$ cat src/sv/clcd_pkg.sv
// package for the character lcd nibble writer: payload beats, codes, sequencer states
// and the small constant tables (init bytes, line base addresses)
// depends on nothing; used by char_lcd_nibble_writer_core and its checker
`default_nettype none

package clcd_pkg;

   // request codes
   localparam logic [2:0] CMD_TICK     = 3'd0;
   localparam logic [2:0] CMD_INIT     = 3'd1;
   localparam logic [2:0] CMD_COMMAND  = 3'd2;
   localparam logic [2:0] CMD_DATA     = 3'd3;
   localparam logic [2:0] CMD_POSITION = 3'd4;

   // register indexes
   localparam logic [2:0] REG_ENABLE_LOW = 3'd0;
   localparam logic [2:0] REG_NIBBLE_GAP = 3'd1;
   localparam logic [2:0] REG_SETTLE     = 3'd2;
   localparam logic [2:0] REG_POWER_UP   = 3'd3;
   localparam logic [2:0] REG_INIT_END   = 3'd4;

   localparam int unsigned CsrIndexWidth = 3;
   localparam int unsigned CsrDataWidth  = 16;
   localparam int unsigned WaitWidth     = 16;

   localparam logic [7:0]  ENABLE_LOW_RESET = 8'd1;
   localparam logic [15:0] NIBBLE_GAP_RESET = 16'd200;
   localparam logic [15:0] SETTLE_RESET     = 16'd2000;
   localparam logic [15:0] POWER_UP_RESET   = 16'd20000;
   localparam logic [15:0] INIT_END_RESET   = 16'd2000;

   localparam logic [2:0] INIT_BYTES  = 3'd5;
   localparam logic [7:0] MAX_COLUMN  = 8'd19;
   localparam logic [2:0] FIRST_LINE  = 3'd1;
   localparam logic [2:0] LAST_LINE   = 3'd4;

   typedef enum logic [8:0] {
      PH_IDLE     = 9'b000000001,
      PH_PWRUP    = 9'b000000010,
      PH_HI_SETUP = 9'b000000100,
      PH_HI_LOW   = 9'b000001000,
      PH_HI_GAP   = 9'b000010000,
      PH_LO_SETUP = 9'b000100000,
      PH_LO_LOW   = 9'b001000000,
      PH_SETTLE   = 9'b010000000,
      PH_INIT_END = 9'b100000000
   } phase_type;

   typedef struct packed {
      logic [2:0] cmd;
      logic [7:0] byte_value;
      logic [2:0] line_number;
      logic [7:0] column;
   } req_type;

   typedef struct packed {
      logic       rs_pin;
      logic       en_pin;
      logic [3:0] bus_nibble;
      logic       busy_res;
      logic       accepted;
   } rsp_type;

   // power-on command sequence for the 4-bit interface
   function automatic logic [7:0] init_byte(input logic [2:0] step);
      logic [7:0] b;
      case (step)
         3'd0:    b = 8'h02;
         3'd1:    b = 8'h28;
         3'd2:    b = 8'h0C;
         3'd3:    b = 8'h06;
         3'd4:    b = 8'h01;
         default: b = 8'h00;
      endcase
      return b;
   endfunction

   // ddram address of column 0 for lines 1..4
   function automatic logic [7:0] line_base(input logic [1:0] line_idx);
      logic [7:0] b;
      case (line_idx)
         2'd0:    b = 8'h80;
         2'd1:    b = 8'hC0;
         2'd2:    b = 8'h94;
         default: b = 8'hD4;
      endcase
      return b;
   endfunction

   // a duration of n ticks loads n-1; zero behaves as one tick
   function automatic logic [15:0] span_ticks(input logic [15:0] ticks);
      return (ticks == 16'd0) ? 16'd0 : ticks - 16'd1;
   endfunction

endpackage

`default_nettype wire

$ cat src/sv/char_lcd_nibble_writer_core.sv
// top level of the character lcd nibble writer (4-bit bus sequencer)
// depends on clcd_pkg for payload types, codes, states and tables
`default_nettype none

// each response beat is registered and appears in the cycle after its accepted request beat
// one request beat per cycle unless a response stalls; each beat is one sequencer tick
// the response register frees itself in the cycle it is taken, so ready stays high then
// reset (synchronous, active high): sequencer idle, enable high, rs and bus low,
// timing registers back to their defaults, response register empty
module char_lcd_nibble_writer_core (
   input  wire logic                               clock,
   input  wire logic                               reset,
   input  wire logic                               req_valid,
   output      logic                               req_ready,
   input  wire clcd_pkg::req_type                  req_data,
   output      logic                               rsp_valid,
   input  wire logic                               rsp_ready,
   output      clcd_pkg::rsp_type                  rsp_data,
   input  wire logic                               csr_write,
   input  wire logic [clcd_pkg::CsrIndexWidth-1:0] csr_index,
   input  wire logic [clcd_pkg::CsrDataWidth-1:0]  csr_wdata
);

   // timing registers
   logic [7:0]  enable_low_ff;
   logic [15:0] nibble_gap_ff;
   logic [15:0] settle_ff;
   logic [15:0] power_up_ff;
   logic [15:0] init_end_ff;

   // sequencer state
   clcd_pkg::phase_type           phase_ff, phase_in;
   logic [clcd_pkg::WaitWidth-1:0] wait_ff, wait_in;
   logic [7:0]                    pending_ff, pending_in;
   logic [2:0]                    init_step_ff, init_step_in;
   logic                          init_active_ff, init_active_in;
   logic                          rs_ff, rs_in;
   logic                          en_ff, en_in;
   logic [3:0]                    nibble_ff, nibble_in;
   logic                          accepted_in;

   // response register
   logic              rsp_valid_ff, rsp_valid_in;
   clcd_pkg::rsp_type rsp_data_ff, rsp_data_in;

   // byte launch request from the decoder or the init sequencer
   logic       start_req;
   logic [7:0] start_val;
   logic       start_rs;
   logic [2:0] step_next;
   logic [2:0] line_m1;
   logic       pos_ok;
   logic       req_beat;

   assign req_ready = !rsp_valid_ff || rsp_ready;
   assign req_beat  = req_valid && req_ready;
   assign rsp_valid = rsp_valid_ff;
   assign rsp_data  = rsp_data_ff;

   // set position is taken only for lines 1..4 and columns 0..19
   assign line_m1 = req_data.line_number - 3'd1;
   assign pos_ok  = (req_data.column <= clcd_pkg::MAX_COLUMN)
                 && (req_data.line_number >= clcd_pkg::FIRST_LINE)
                 && (req_data.line_number <= clcd_pkg::LAST_LINE);
   assign step_next = init_step_ff + 3'd1;

   // timing registers; a new value is picked up when the next wait is loaded
   always_ff @(posedge clock) begin
      if (reset) begin
         enable_low_ff <= clcd_pkg::ENABLE_LOW_RESET;
         nibble_gap_ff <= clcd_pkg::NIBBLE_GAP_RESET;
         settle_ff     <= clcd_pkg::SETTLE_RESET;
         power_up_ff   <= clcd_pkg::POWER_UP_RESET;
         init_end_ff   <= clcd_pkg::INIT_END_RESET;
      end else if (csr_write) begin
         unique case (csr_index)
            clcd_pkg::REG_ENABLE_LOW: enable_low_ff <= csr_wdata[7:0];
            clcd_pkg::REG_NIBBLE_GAP: nibble_gap_ff <= csr_wdata;
            clcd_pkg::REG_SETTLE:     settle_ff     <= csr_wdata;
            clcd_pkg::REG_POWER_UP:   power_up_ff   <= csr_wdata;
            clcd_pkg::REG_INIT_END:   init_end_ff   <= csr_wdata;
            default: ;  // unused indexes are dropped
         endcase
      end
   end

   // one sequencer step per request beat
   always_comb begin
      phase_in       = phase_ff;
      wait_in        = wait_ff;
      pending_in     = pending_ff;
      init_step_in   = init_step_ff;
      init_active_in = init_active_ff;
      rs_in          = rs_ff;
      en_in          = en_ff;
      nibble_in      = nibble_ff;
      accepted_in    = 1'b0;
      start_req      = 1'b0;
      start_val      = req_data.byte_value;
      start_rs       = 1'b0;

      if (phase_ff == clcd_pkg::PH_IDLE) begin
         // idle: decode the request, no wait advances on this tick
         unique case (req_data.cmd)
            clcd_pkg::CMD_INIT: begin
               en_in          = 1'b1;
               init_active_in = 1'b1;
               init_step_in   = 3'd0;
               phase_in       = clcd_pkg::PH_PWRUP;
               wait_in        = clcd_pkg::span_ticks(power_up_ff);
               accepted_in    = 1'b1;
            end
            clcd_pkg::CMD_COMMAND: begin
               start_req   = 1'b1;
               accepted_in = 1'b1;
            end
            clcd_pkg::CMD_DATA: begin
               start_req   = 1'b1;
               start_rs    = 1'b1;
               accepted_in = 1'b1;
            end
            clcd_pkg::CMD_POSITION: begin
               if (pos_ok) begin
                  start_req   = 1'b1;
                  start_val   = clcd_pkg::line_base(line_m1[1:0]) | req_data.column;
                  accepted_in = 1'b1;
               end
            end
            default: ;  // tick only and spare codes start nothing
         endcase
      end else if (wait_ff != '0) begin
         wait_in = wait_ff - 16'd1;
      end else begin
         unique case (phase_ff)
            clcd_pkg::PH_PWRUP: begin
               init_step_in = 3'd0;
               start_req    = 1'b1;
               start_val    = clcd_pkg::init_byte(3'd0);
            end
            clcd_pkg::PH_HI_SETUP: begin
               en_in    = 1'b0;
               phase_in = clcd_pkg::PH_HI_LOW;
               wait_in  = clcd_pkg::span_ticks({8'd0, enable_low_ff});
            end
            clcd_pkg::PH_HI_LOW: begin
               en_in    = 1'b1;
               phase_in = clcd_pkg::PH_HI_GAP;
               wait_in  = clcd_pkg::span_ticks(nibble_gap_ff);
            end
            clcd_pkg::PH_HI_GAP: begin
               nibble_in = pending_ff[3:0];
               phase_in  = clcd_pkg::PH_LO_SETUP;
               wait_in   = '0;
            end
            clcd_pkg::PH_LO_SETUP: begin
               en_in    = 1'b0;
               phase_in = clcd_pkg::PH_LO_LOW;
               wait_in  = clcd_pkg::span_ticks({8'd0, enable_low_ff});
            end
            clcd_pkg::PH_LO_LOW: begin
               en_in    = 1'b1;
               phase_in = clcd_pkg::PH_SETTLE;
               wait_in  = clcd_pkg::span_ticks(settle_ff);
            end
            clcd_pkg::PH_SETTLE: begin
               if (init_active_ff) begin
                  init_step_in = step_next;
                  if (step_next < clcd_pkg::INIT_BYTES) begin
                     start_req = 1'b1;
                     start_val = clcd_pkg::init_byte(step_next);
                  end else if (init_end_ff == 16'd0) begin
                     // no trailing wait: straight back to idle
                     init_active_in = 1'b0;
                     phase_in       = clcd_pkg::PH_IDLE;
                  end else begin
                     phase_in = clcd_pkg::PH_INIT_END;
                     wait_in  = init_end_ff - 16'd1;
                  end
               end else begin
                  phase_in = clcd_pkg::PH_IDLE;
               end
            end
            default: begin
               // end of the trailing init wait
               init_active_in = 1'b0;
               phase_in       = clcd_pkg::PH_IDLE;
               wait_in        = '0;
            end
         endcase
      end

      // launch a byte: high nibble on the bus with enable high for one tick
      if (start_req) begin
         pending_in = start_val;
         rs_in      = start_rs;
         nibble_in  = start_val[7:4];
         en_in      = 1'b1;
         phase_in   = clcd_pkg::PH_HI_SETUP;
         wait_in    = '0;
      end
   end

   // response beat carries the pin levels after this tick
   always_comb begin
      rsp_data_in.rs_pin     = rs_in;
      rsp_data_in.en_pin     = en_in;
      rsp_data_in.bus_nibble = nibble_in;
      rsp_data_in.busy_res   = (phase_in != clcd_pkg::PH_IDLE);
      rsp_data_in.accepted   = accepted_in;
      rsp_valid_in           = req_beat || (rsp_valid_ff && !rsp_ready);
   end

   always_ff @(posedge clock) begin
      if (reset) begin
         phase_ff       <= clcd_pkg::PH_IDLE;
         wait_ff        <= '0;
         pending_ff     <= '0;
         init_step_ff   <= '0;
         init_active_ff <= 1'b0;
         rs_ff          <= 1'b0;
         en_ff          <= 1'b1;
         nibble_ff      <= '0;
         rsp_valid_ff   <= 1'b0;
      end else begin
         rsp_valid_ff <= rsp_valid_in;
         if (req_beat) begin
            phase_ff       <= phase_in;
            wait_ff        <= wait_in;
            pending_ff     <= pending_in;
            init_step_ff   <= init_step_in;
            init_active_ff <= init_active_in;
            rs_ff          <= rs_in;
            en_ff          <= en_in;
            nibble_ff      <= nibble_in;
         end
      end
   end

   // payload register, loaded only on a request beat
   always_ff @(posedge clock) begin
      if (req_beat) begin
         rsp_data_ff <= rsp_data_in;
      end
   end

endmodule

`default_nettype wire

$ cat config.mk
export PLATFORM = sky130hd
export DESIGN_NAME = char_lcd_nibble_writer_core
export DESIGN_NICKNAME = d
export VERILOG_FILES = /design/src/sv/clcd_pkg.sv /design/src/sv/char_lcd_nibble_writer_core.sv
export SDC_FILE = /design/constraint.sdc
export NUM_CORES = 1
export LEC_CHECK = 0
export ABC_AREA = 1
export BUFFER_PORTS_ARGS = -buffer_cell sky130_fd_sc_hd__buf_2
export CORE_MARGIN = 8
export CORE_UTILIZATION = 30
export DETAILED_ROUTE_END_ITERATION = 7
export GPL_TIMING_DRIVEN = 0
export HOLD_SLACK_MARGIN = 0.05
export PLACE_DENSITY = 0.54
export SYNTH_ARGS = -nofsm -noshare
export SYNTH_HDL_FRONTEND = slang
export SYNTH_SLANG_ARGS = --single-unit
$ cat constraint.sdc
create_clock -name clock -period 2.8 [get_ports clock]
set_clock_uncertainty 0.1 [all_clocks]
set_input_delay 0.56 -clock clock [delete_from_list [all_inputs] [get_ports clock]]
set_output_delay 0.56 -clock clock [all_outputs]
set_load 0.1 [all_outputs]
==> results by group, run 1 <==
Status
  • Status: finished clean

Final layout
  • ANT cells: 0
  • Final core utilization: 0.3522
  • NumNets Final: 1,375
  • Area Growth Syn to Fin: 16.54%
  • Layout cells sized above 1: 0.09970
  • Final Non-Filler Cells: roughly 1,700

Critical path
  • Critical path type: reg2reg
  • Critical path buffer and inverter count: 3
  • Reg-to-reg critical path startpoint: settle_ff[0]
  • Most frequent CP cell: nand2_1
  • Crit path largest cell delay: 0.34 ns
  • Worst-path fanout max: 9
  • CP Launch Type: flip-flop
  • CP max stage cell: dfxtp_1
  • Critical path capture point type: flip-flop
  • Cells on worst reg2reg path: 15
  • R2R Path End: wait_ff[6]
  • Crit-path leading delay family: simple AND/OR/NAND/NOR gates
  • CP Data Arrival Time: about 2.8 ns
  • CP required: roughly 3 ns
  • Reg-to-reg slack, setup: approximately 0.21 ns
  • Worst path cell trace: inv_1, ha_1, inv_1, nor2_1, nand2_1, nor2_1, nand2_1, nand2_1, clkinvlp_4, nand2_1, nand2_1, o21ai_1, nand2_1, nand3_1, a21oi_1

Hold path
  • Worst Hold Class: in2reg
  • Hold Path Cell Cnt: 3
  • Hold path start: req_valid
  • Hold endpoint: rsp_valid

Synthesis
  • Top-area cell type share of the netlist area: 0.2871
  • Yosys cell types: 40
  • Synth Net Count: around 1,300
  • Synth warnings: 0
  • Yosys reg bits: 120
  • Mapped Avg Cell Area: 6.323 um^2
  • Mapped cell area: between 7000 and 8000 um^2
  • Top cells by instance count after synthesis: nand2_1 (262), nor2_1 (149), inv_1 (147)
  • Post-synthesis instance total: between 1,000 and 1,500
  • Cell taking the most area after synthesis: dfxtp_1
  • Ranking of synthesized cells by area: dfxtp_1 (29%), nand2_1 (13%), nand3_1 (8.3%)
  • Seq/Total Area, Yosys: 0.3179
  • Number of synthesized flops with an enable pin: 8
  • Fraction of registers with async set/reset: 0
  • Most frequent cell after synthesis: nand2_1
  • Ys flop type: dfxtp_1

Global route
  • Initial antenna violation count: 0
  • GR Overflow Total: 0
  • Global-route wire length before repair: between 40,000 and 50,000 um
  • Vias in the first global route: about 7,800
  • Largest net degree at the start of global routing: 18
  • GRT Total Usage: 0.1779

Power
  • Pleak: a little over 4 nW
  • Peak supply drop: between 0.4 and 0.5 mV
  • Power density over cell area: between 700 and 800 nW/um^2
  • Power, Total: between 6 and 7 mW

Detailed routing
  • Routed len/inst: between 15 and 20 um
  • Total Wirelength: 27,790 um
  • DRC viols: 0
  • Routed via count: roughly 8,000
  • Starting DRT DRC Count: around 700
  • TritonRoute pass-1 iters: 5
  • Routed vias/inst: approximately 5
  • Post-route antenna net violation count: 0

Timing
  • Hold WS: around 0.27 ns
  • Final hold vios: 0
  • Final setup fails: 0
  • Fin crit share: 0.9249
  • Post-layout min period: approximately 2.6 ns
  • Worst slew pin tran: roughly 0.96 ns
  • RSZ-0062 raised after global routing: no
  • Fin. max-slew vios: 0
  • Slew HR: 0.3583
  • Fmax achieved: between 0.3 and 0.4 GHz

Placement
  • HPWL Detailed: 21,780 um
  • Port Buffers: between 50 and 60
  • Placed cells: roughly 1,600
  • Global placement routability congestion: 0.9202

Clocking
  • Clk sink count: 120
  • Hold-fix buffers, CTS: 0
  • Clock transition at the registers of the reported paths: ~0.06 ns
  • Worst-Skew Late Latency: about 0.43 ns
  • Clock root buffer master: clkbuf_16
  • Clk buf depth: 2
  • Htree depth: 4
  • TritonCTS clock tree: yes
  • CTS buffer count: 17

Floorplan
  • Row cnt: 59
  • Die area: 31,450 um^2
  • DIE HEIGHT: about 180 um
  • IO Pins: 56
  • Die W: between 150 and 200 um
  • Starting Density: 0.3022
  • Core area: between 20,000 and 30,000 um^2

Run
  • MaxCap Viol Count: 0
## kinds of logic after synthesis
group / Yosys count / share of synthesized area
DFF: 120 / 0.3179
and+or+nand+nor: 609 / 0.3439
adders and majority gates: 16 / 0.02564
xor gates and xnor gates: 34 / 0.03814
buffers and inverters: 187 / 0.09262
AOI/OAI and AO/OA: 269 / 0.1819
## cells in the final DEF, fill, tap and decap left out, drive strengths merged
cell,n
ha,16
nor3,15
nor3b,2
o21ai,135
nor4,1
clkinv,7
dfxtp,112
nand3,130
inv,154
a21oi,103
xnor2,6
nand3b,2
xor2,28
a31oi,2
a31o,1
clkinvlp,2
edfxtp,8
clkbuf,47
nand4,24
o2111ai,2
or2,2
o22ai,4
a211oi,1
o211ai,19
buf,66
nand2,270
nor2,163
o21bai,1
o31ai,1
## state kept, by name, indices dropped and copies added, names as in the netlist, 8 cells and up
name / cells
enable_low_ff: 8
init_end_ff: 16
nibble_gap_ff: 16
phase_ff: 9
power_up_ff: 16
rsp_data: 8
settle_ff: 16
wait_ff: 16
## worst max path at each step
stage,startpoint,end,slack (ns),cells past startpoint
2_1_floorplan,rsp_valid,wait_ff[13],0.37,9
3_3_place_gp,reset,enable_low_ff[0],-0.02,5
3_5_place_dp,reset,nibble_gap_ff[3],-0.006,5
4_1_cts,settle_ff[0],wait_ff[6],0.01,15
5_1_grt,settle_ff[0],wait_ff[5],0.01,15
6_report,settle_ff[0],wait_ff[6],0.21,15
## power breakdown
group,switching (mW),internal [mW],total (mW)
Sequential,0.167,1.92,2.08
Combinational,1.88,0.907,2.79
Clock,0.838,1.27,2.10
## metal layers
layer	wire length, um	track usage
met1	13460	0.2462
met2	12340	0.2807
met3	1504	0.02766
met4	488	0.05280
met5	0	0
## repair_timing
item / CTS / global route
gates resized for setup: 0 / 4
buffers inserted: 0 / 5
endpoints found under the setup margin: 0 / 8
## layout make-up
cell class / count / area (um^2)
flip-flops and latches: 120 / 2484
plain buffers: 31 / 137.6
inverters: 156 / 589.3
clock buffers: 23 / 510.5
multi-input cells: 928 / 4611
well taps: 335 / 419.2
clock inverters: 7 / 41.29
repair buffers: 59 / 307.8
fillers: 2864 / 16740
## worst reg2reg max path: cells and delay by family (launching register included)
family          cells  cell delay [ns]
simple gates        9             0.99
buf+inv             3             0.49
compound gates      2             0.35
flops               1             0.34
fa+ha+maj           1             0.18
## stage by stage
stage,setup TNS (ns),setup slack [ns],cell area [um^2]
2_1_floorplan,0,0.3659,7812
3_3_place_gp,-0.06624,-0.01683,8502
3_5_place_dp,-0.01136,-0.005578,8502
4_1_cts,0,0.01421,9054
5_1_grt,0,0.01300,9100
6_report,0,0.2104,9100
(Power assumes the default switching activity.)
==> inputs of run 2 (changes only) <==
--- a/config.mk
+++ b/config.mk
@@ -5,14 +5,13 @@
 export SDC_FILE = /design/constraint.sdc
 export NUM_CORES = 1
 export LEC_CHECK = 0
-export ABC_AREA = 1
 export BUFFER_PORTS_ARGS = -buffer_cell sky130_fd_sc_hd__buf_2
 export CORE_MARGIN = 8
 export CORE_UTILIZATION = 30
 export DETAILED_ROUTE_END_ITERATION = 7
 export GPL_TIMING_DRIVEN = 0
 export HOLD_SLACK_MARGIN = 0.05
-export PLACE_DENSITY = 0.54
+export PLACE_DENSITY = 0.55
 export SYNTH_ARGS = -nofsm -noshare
 export SYNTH_HDL_FRONTEND = slang
 export SYNTH_SLANG_ARGS = --single-unit
==> run 2 against run 1 <==
Compared with the run above:
- setup slack worse by 0.13 ns
- design area fell by 1.3%
- global-route usage decreased by 0.34 points
- routed wire length is 7.2% lower
- clock power rose by 2%
- maximum frequency fell by 4.8%
- register-to-register slack worse by 0.13 ns
- sequential share of layout area up 0.34 points
- utilization rose by 2.0 points
==> results by group, run 2 <==
Final layout
  • Fillers: 2,611 (was 2,864)
  • ANT cells: 0 (unchanged)
  • Area Growth Syn to Fin: 22.88% (was 16.54%)
  • Layout cells sized above 1: 0.1631 (was 0.09970)
  • Commonest non-fill, non-tap cell in the layout: nand2_1 (unchanged)
  • Final Non-Filler Cells: 1,391 (was 1,659)
  • Most frequent cells in the layout: nand2_1 (203), dfxtp_1 (112), a21oi_1 (80) (was nand2_1 (261), nor2_1 (149), inv_1 (147))
  • Final core utilization: 0.3727 (was 0.3522)
  • NumNets Final: 1,116 (was 1,375)

Clocking
  • Clk buf depth: 2 (unchanged)
  • Clock root buffer master: clkbuf_16 (unchanged)
  • Clock transition at the registers of the reported paths: 0.06 ns (about the same)
  • Worst-Skew Late Latency: 0.43 ns (about the same)
  • TritonCTS clock tree: yes (unchanged)
  • Clk sink count: 120 (unchanged)
  • Htree depth: 4 (unchanged)
  • Hold-fix buffers, CTS: 0 (unchanged)
  • CTS buffer count: 17 (unchanged)

Placement
  • HPWL Detailed: 19,220 um (was 21,780 um)
  • Port Buffers: 55 (was 54)
  • Placed cells: 1,345 (was 1,624)
  • Worst slack, placed: -0.6724 ns (was -0.005578 ns)
  • Global placement routability congestion: 0.9039 (was 0.9202)

Critical path
  • Critical path capture point type: flip-flop (unchanged)
  • Worst-path fanout max: 8 (was 9)
  • Crit-path leading delay family: simple AND/OR/NAND/NOR gates (unchanged)
  • CP required: 2.98 ns (was 2.99 ns)
  • CP Launch Type: flip-flop (unchanged)
  • Critical path type: reg2reg (unchanged)
  • CP max stage cell: or4_4 (was dfxtp_1)
  • CP Data Arrival Time: 2.90 ns (was 2.78 ns)
  • Reg-to-reg critical path startpoint: wait_ff[7] (was settle_ff[0])
  • Crit path largest cell delay: 0.57 ns (was 0.34 ns)
  • Worst path cell trace: or4_4, nand2b_4, or3_1, buf_6, a21oi_4, o21ai_4, nor4_4, nor3_1 (was inv_1, ha_1, inv_1, nor2_1, nand2_1, nor2_1, nand2_1, nand2_1, clkinvlp_4, nand2_1, nand2_1, o21ai_1, nand2_1, nand3_1, a21oi_1)
  • Critical path buffer and inverter count: 1 (was 3)
  • CP startpoint: wait_ff[7] (was settle_ff[0])

Status
  • Status: finished clean (unchanged)

Floorplan
  • DIE HEIGHT: 172.1 um (was 177.3 um)
  • Die area: 29,620 um^2 (was 31,450 um^2)
  • Die W: 172.1 um (was 177.3 um)
  • IO Pins: 56 (unchanged)
  • Starting Density: 0.3033 (was 0.3022)
  • Row cnt: 57 (was 59)
  • Core area: 24,110 um^2 (was 25,840 um^2)

Global route
  • Initial antenna violation count: 0 (unchanged)
  • GR Overflow Total: 0 (unchanged)
  • Global-route wire length before repair: 39,590 um (was 43,270 um)
  • Largest net degree at the start of global routing: 18 (unchanged)
  • GRT Total Usage: 0.1746 (was 0.1779)
  • Vias in the first global route: 7,098 (was 7,790)

Timing
  • Final hold vios: 0 (unchanged)
  • Post-layout min period: 2.722 ns (was 2.590 ns)
  • Hold WS: 0.2772 ns (was 0.2715 ns)
  • Fmax achieved: 0.3674 GHz (was 0.3862 GHz)
  • Fin. max-slew vios: 0 (unchanged)
  • Final WS setup: 0.07837 ns (was 0.2104 ns)
  • RSZ-0062 raised after global routing: yes (was no)
  • Fin crit share: 0.9720 (was 0.9249)
  • Slew HR: 0.4745 (was 0.3583)
  • Worst slew pin tran: 0.7810 ns (was 0.9625 ns)
  • Final setup fails: 0 (unchanged)

Synthesis
  • Mapped Avg Cell Area: 7.568 um^2 (was 6.323 um^2)
  • Mapped cell area: 7311 um^2 (was 7809 um^2)
  • Fraction of registers with async set/reset: 0 (unchanged)
  • Cell taking the most area after synthesis: dfxtp_1 (unchanged)
  • Most frequent cell after synthesis: nand2_1 (unchanged)
  • Post-synthesis instance total: 966 (was 1,235)
  • Ranking of synthesized cells by area: dfxtp_1 (31%), nand2_1 (10%), a21oi_1 (5.6%) (was dfxtp_1 (29%), nand2_1 (13%), nand3_1 (8.3%))
  • Number of synthesized flops with an enable pin: 8 (unchanged)
  • Seq/Total Area, Yosys: 0.3396 (was 0.3179)
  • Yosys reg bits: 120 (unchanged)
  • Yosys cell types: 78 (was 40)
  • Top cells by instance count after synthesis: nand2_1 (203), dfxtp_1 (112), a21oi_1 (82) (was nand2_1 (262), nor2_1 (149), inv_1 (147))
  • Ys flop type: dfxtp_1 (unchanged)
  • Top-area cell type share of the netlist area: 0.3067 (was 0.2871)
  • Synth Net Count: 1,028 (was 1,297)
  • Synth warnings: 0 (unchanged)

Power
  • Peak supply drop: 0.4306 mV (was 0.4333 mV)
  • Power density over cell area: 649.1 nW/um^2 (was 766.6 nW/um^2)
  • Power, Total: 5.831 mW (was 6.976 mW)
  • Pleak: 3.227 nW (was 4.073 nW)

Detailed routing
  • Starting DRT DRC Count: 675 (was 699)
  • TritonRoute pass-1 iters: 6 (was 5)
  • DRC viols: 0 (unchanged)
  • Total Wirelength: 25,800 um (was 27,790 um)
  • Post-route antenna net violation count: 0 (unchanged)
  • Routed via count: 7,402 (was 8,244)
  • Routed len/inst: 18.54 um (was 16.75 um)
  • Routed vias/inst: 5.321 (was 4.969)

Hold path
  • Hold path start: req_valid (unchanged)
  • Worst Hold Class: in2reg (unchanged)

Run
  • MaxCap Viol Count: 0 (unchanged)
## run 2: cells by family (layout without fill, tap and decap cells)
logic type	Yosys count	in the layout	share of synthesized area
AO/OA/AOI/OAI	213	213	0.1855
XOR/XNOR	71	71	0.08506
adder cells (fa/ha/maj)	16	16	0.02738
buffers and inverters	80	181	0.04433
flip-flops	120	120	0.3396
multiplexers	5	5	0.007188
AND/OR/NAND/NOR	461	461	0.3110
## run 2: timing repair
| item | in CTS | in global routing |
|---|---|---|
| gates cloned | 0 | 0 |
| resized for setup | 21 | 46 |
| setup endpoints to repair | 23 | 23 |
| pin swaps | 3 | 7 |
| buffers inserted | 3 | 13 |
## run 2: power by group
part / internal (mW) / switching, mW / leakage [nW] / total (mW)
Combinational: 0.613 / 1.12 / 1.97 / 1.73
Sequential: 1.84 / 0.113 / 0.987 / 1.95
Clock: 1.29 / 0.861 / 0.274 / 2.15
## run 2: metal layers
metal,GRT usage,vias to the layer above,part of all wire,routed length (um)
met4,0.05585,0,0.025,649
met2,0.2781,256,0.44,11470
met1,0.2284,3489,0.47,12030
met5,0,-,0,0
met3,0.04292,48,0.064,1649
li1,-,3609,-,-
## run 2: path summary, 6_finish.rpt
check                           slack [ns]       endpoint  cells past startpoint
worst max-delay path                  0.08  pending_ff[2]                      8
worst min-delay path                  0.28      rsp_valid                      3
worst max register to register        0.08  pending_ff[2]                      8
worst min register to register        0.35          rs_ff                      2
## run 2: stage by stage
step                      cell area [um^2]  TNS [ns]
after floorplan                       7326         0
after global placement                8006    -10.09
after detailed placement              8006    -10.09
after CTS                             8688  -0.06337
after global routing                  8984   -0.2144
final                                 8984         0
## run 2: worst min-delay path, cell delays in order
cell,delay (ns)
buf_2,0.10
inv_1,0.04
a21oi_1,0.05
## run 2: final cells by class
class | instances | area [um^2] | share of cell area
tap | 324 | 405.4 | 0.04513
clock buffer | 24 | 514.2 | 0.05724
sequential | 120 | 2482 | 0.2763
buffer | 48 | 221.5 | 0.02465
multi-input combinational | 766 | 4793 | 0.5336
clock inverter | 8 | 58.81 | 0.006546
inverter | 30 | 112.6 | 0.01253
timing repair buffer | 71 | 395.4 | 0.04401
==> inputs of run 3 (changes only) <==
--- a/config.mk
+++ b/config.mk
@@ -6,7 +6,6 @@
 export NUM_CORES = 1
 export LEC_CHECK = 0
 export BUFFER_PORTS_ARGS = -buffer_cell sky130_fd_sc_hd__buf_2
-export CORE_MARGIN = 8
 export CORE_UTILIZATION = 30
 export DETAILED_ROUTE_END_ITERATION = 7
 export GPL_TIMING_DRIVEN = 0
==> run 3 against run 2 <==
Compared with the run above:
- flip-flop and latch count unchanged
- critical path depth is 1 lower
- total power increased by 1.5%
- highest routed layer unchanged
- sequential share of layout area is 0.090 points lower
- die area is 16% lower
- register-to-register slack worse by 0.07 ns
- clock power up 3%
- worst hold slack got worse by 0.0064 ns
- final cell count decreased by 0.36%
- via count increased by 0.31%
- global-route usage up 3.1 points
==> results by group, run 3 (synthesized netlist as in run 2, its figures left out) <==
Global route
  • Global-route wire length before repair: 38,270 um (was 39,590 um)
  • GRT Total Usage: 0.2055 (was 0.1746)
  • Vias in the first global route: 6,771 (was 7,098)
  • Largest net degree at the start of global routing: 18 (unchanged)
  • Initial antenna violation count: 0 (unchanged)
  • GR Overflow Total: 0 (unchanged)

Power
  • Power, Total: 5.918 mW (was 5.831 mW)
  • Pleak: 3.271 nW (was 3.227 nW)
  • Power density over cell area: 656.3 nW/um^2 (was 649.1 nW/um^2)
  • Peak supply drop: 0.3841 mV (was 0.4306 mV)

Clocking
  • Clk buf depth: 2 (unchanged)
  • TritonCTS clock tree: yes (unchanged)
  • CTS buffer count: 17 (unchanged)
  • Clock root buffer master: clkbuf_16 (unchanged)
  • Clock transition at the registers of the reported paths: 0.06 ns (about the same)
  • Clk sink count: 120 (unchanged)
  • Htree depth: 4 (unchanged)
  • Hold-fix buffers, CTS: 0 (unchanged)
  • Worst-Skew Late Latency: 0.43 ns (about the same)

Placement
  • HPWL Detailed: 18,800 um (was 19,220 um)
  • Placement Cell Area: 8000 um^2 (was 8006 um^2)
  • Global placement routability congestion: 0.9065 (was 0.9039)
  • Port Buffers: 55 (unchanged)

Status
  • Status: finished clean (unchanged)

Timing
  • Post-layout min period: 2.793 ns (was 2.722 ns)
  • Slew HR: 0.2450 (was 0.4745)
  • Final setup fails: 0 (unchanged)
  • Fmax achieved: 0.3581 GHz (was 0.3674 GHz)
  • Fin crit share: 0.9974 (was 0.9720)
  • Final hold vios: 0 (unchanged)
  • Worst slew pin tran: 1.122 ns (was 0.7810 ns)
  • Final setup TNS: 0 ns (unchanged)
  • Fin. max-slew vios: 0 (unchanged)

Critical path
  • Critical path buffer and inverter count: 2 (was 1)
  • CP startpoint: phase_ff[0] (was wait_ff[7])
  • CP max stage cell: or4_1 (was or4_4)
  • CP required: 3.07 ns (was 2.98 ns)
  • Critical path capture point type: flip-flop (unchanged)
  • Cells on worst reg2reg path: 7 (was 8)
  • Crit path largest cell delay: 0.62 ns (was 0.57 ns)
  • Worst-path fanout max: 10 (was 8)
  • R2R Path End: wait_ff[14] (was pending_ff[2])
  • Reg-to-reg slack, setup: 0.007 ns (was 0.08 ns)
  • Worst path cell trace: clkbuf_1, or4_1, nor2_4, nand3_2, clkbuf_2, o21ai_0, a32o_1 (was or4_4, nand2b_4, or3_1, buf_6, a21oi_4, o21ai_4, nor4_4, nor3_1)
  • Critical path type: reg2reg (unchanged)
  • Reg-to-reg critical path startpoint: phase_ff[0] (was wait_ff[7])
  • Crit-path leading delay family: simple AND/OR/NAND/NOR gates (unchanged)
  • CP Data Arrival Time: 3.06 ns (was 2.90 ns)
  • CP Launch Type: flip-flop (unchanged)

Final layout
  • Fin area: 9017 um^2 (was 8984 um^2)
  • Layout cells sized above 1: 0.1668 (was 0.1631)
  • NumNets Final: 1,116 (unchanged)
  • Commonest non-fill, non-tap cell in the layout: nand2_1 (unchanged)
  • Area Growth Syn to Fin: 23.34% (was 22.88%)
  • Fillers: 2,568 (was 2,611)
  • ANT cells: 0 (unchanged)
  • Most frequent cells in the layout: nand2_1 (202), dfxtp_1 (111), a21oi_1 (81) (was nand2_1 (203), dfxtp_1 (112), a21oi_1 (80))

Detailed routing
  • Post-route antenna net violation count: 0 (unchanged)
  • Starting DRT DRC Count: 604 (was 675)
  • Routed vias/inst: 5.357 (was 5.321)
  • Total Wirelength: 25,340 um (was 25,800 um)
  • Routed via count: 7,425 (was 7,402)
  • TritonRoute pass-1 iters: 5 (was 6)
  • DRC viols: 0 (unchanged)
  • Routed len/inst: 18.28 um (was 18.54 um)

Floorplan
  • IO Pins: 56 (unchanged)
  • Die area: 25,000 um^2 (was 29,620 um^2)
  • DIE HEIGHT: 158.1 um (was 172.1 um)
  • Row cnt: 56 (was 57)
  • Die W: 158.1 um (was 172.1 um)
  • Core area: 23,680 um^2 (was 24,110 um^2)
  • Starting Density: 0.3087 (was 0.3033)

Hold path
  • Hold Path Cell Cnt: 3 (unchanged)
  • Worst Hold Class: in2reg (unchanged)
  • Hold path start: req_valid (unchanged)
  • Hold endpoint: rsp_valid (unchanged)

Run
  • MaxCap Viol Count: 0 (unchanged)
[run 3: cell count changes in the layout (fill, tap and decap cells not counted), sizes merged]
cell / delta
inv: +2
clkinvlp: -3
buf: -1
bufinv: +2
clkinv: +4
clkbuf: -4
[run 3: worst min-delay path, cell delays in order]
cell and delay, ns:
buf_2 0.10, inv_1 0.04, a21oi_1 0.04
[run 3: worst max-delay path by stage]
stage | endpoint | slack [ns] | cells past startpoint
global route | wait_ff[15] | -0.007 | 9
detailed placement | wait_ff[7] | -0.70 | 11
floorplan | wait_ff[3] | 0.02 | 10
finish | wait_ff[14] | 0.007 | 7
CTS | wait_ff[6] | 0.01 | 8
global placement | wait_ff[7] | -0.67 | 11
[run 3: power by group]
group	switching (mW)	leakage [nW]	internal (mW)
clock	0.873	0.294	1.34
combinational	1.13	1.99	0.617
sequential	0.118	0.987	1.84
[run 3: through the flow]
stage / instances / utilization / setup WS, ns / hold WS [ns]
6_report: 1386 / 0.3808 / 0.007369 / 0.2708
5_1_grt: 1386 / 0.3808 / -0.007243 / 0.2735
4_1_cts: 1375 / 0.3680 / 0.01118 / 0.2617
3_5_place_dp: 1340 / 0.3378 / -0.7006 / 0.3479
3_3_place_gp: 1340 / 0.3378 / -0.6680 / 0.3445
2_1_floorplan: 966 / - / 0.02364 / 0.3313
[run 3: cell type report]
class	instances	area (um^2)	share of cell area
Buffer	48	235.2	0.02609
Clock buffer	19	442.9	0.04912
Clock inverter	13	145.1	0.01610
Inverter	30	112.6	0.01249
Multi-Input combinational cell	766	4806	0.5330
Sequential cell	120	2484	0.2754
Tap cell	319	399.1	0.04426
Timing Repair Buffer	71	392.9	0.04357
[run 3: layer usage]
| layer | GRT usage | up-vias | wire (um) |
|---|---|---|---|
| li1 | - | 3608 | - |
| met1 | 0.2796 | 3516 | 11920 |
| met2 | 0.3269 | 263 | 11400 |
| met3 | 0.03613 | 38 | 1503 |
| met4 | 0.06593 | 0 | 511 |
| met5 | 0 | - | 0 |
[run 3: timing repair]
action,CTS,global route
pin swaps,4,6
cloned,0,1
resized for setup,26,46
setup endpoints to repair,25,28
buffers inserted,4,11
hold endpoints to repair,0,0
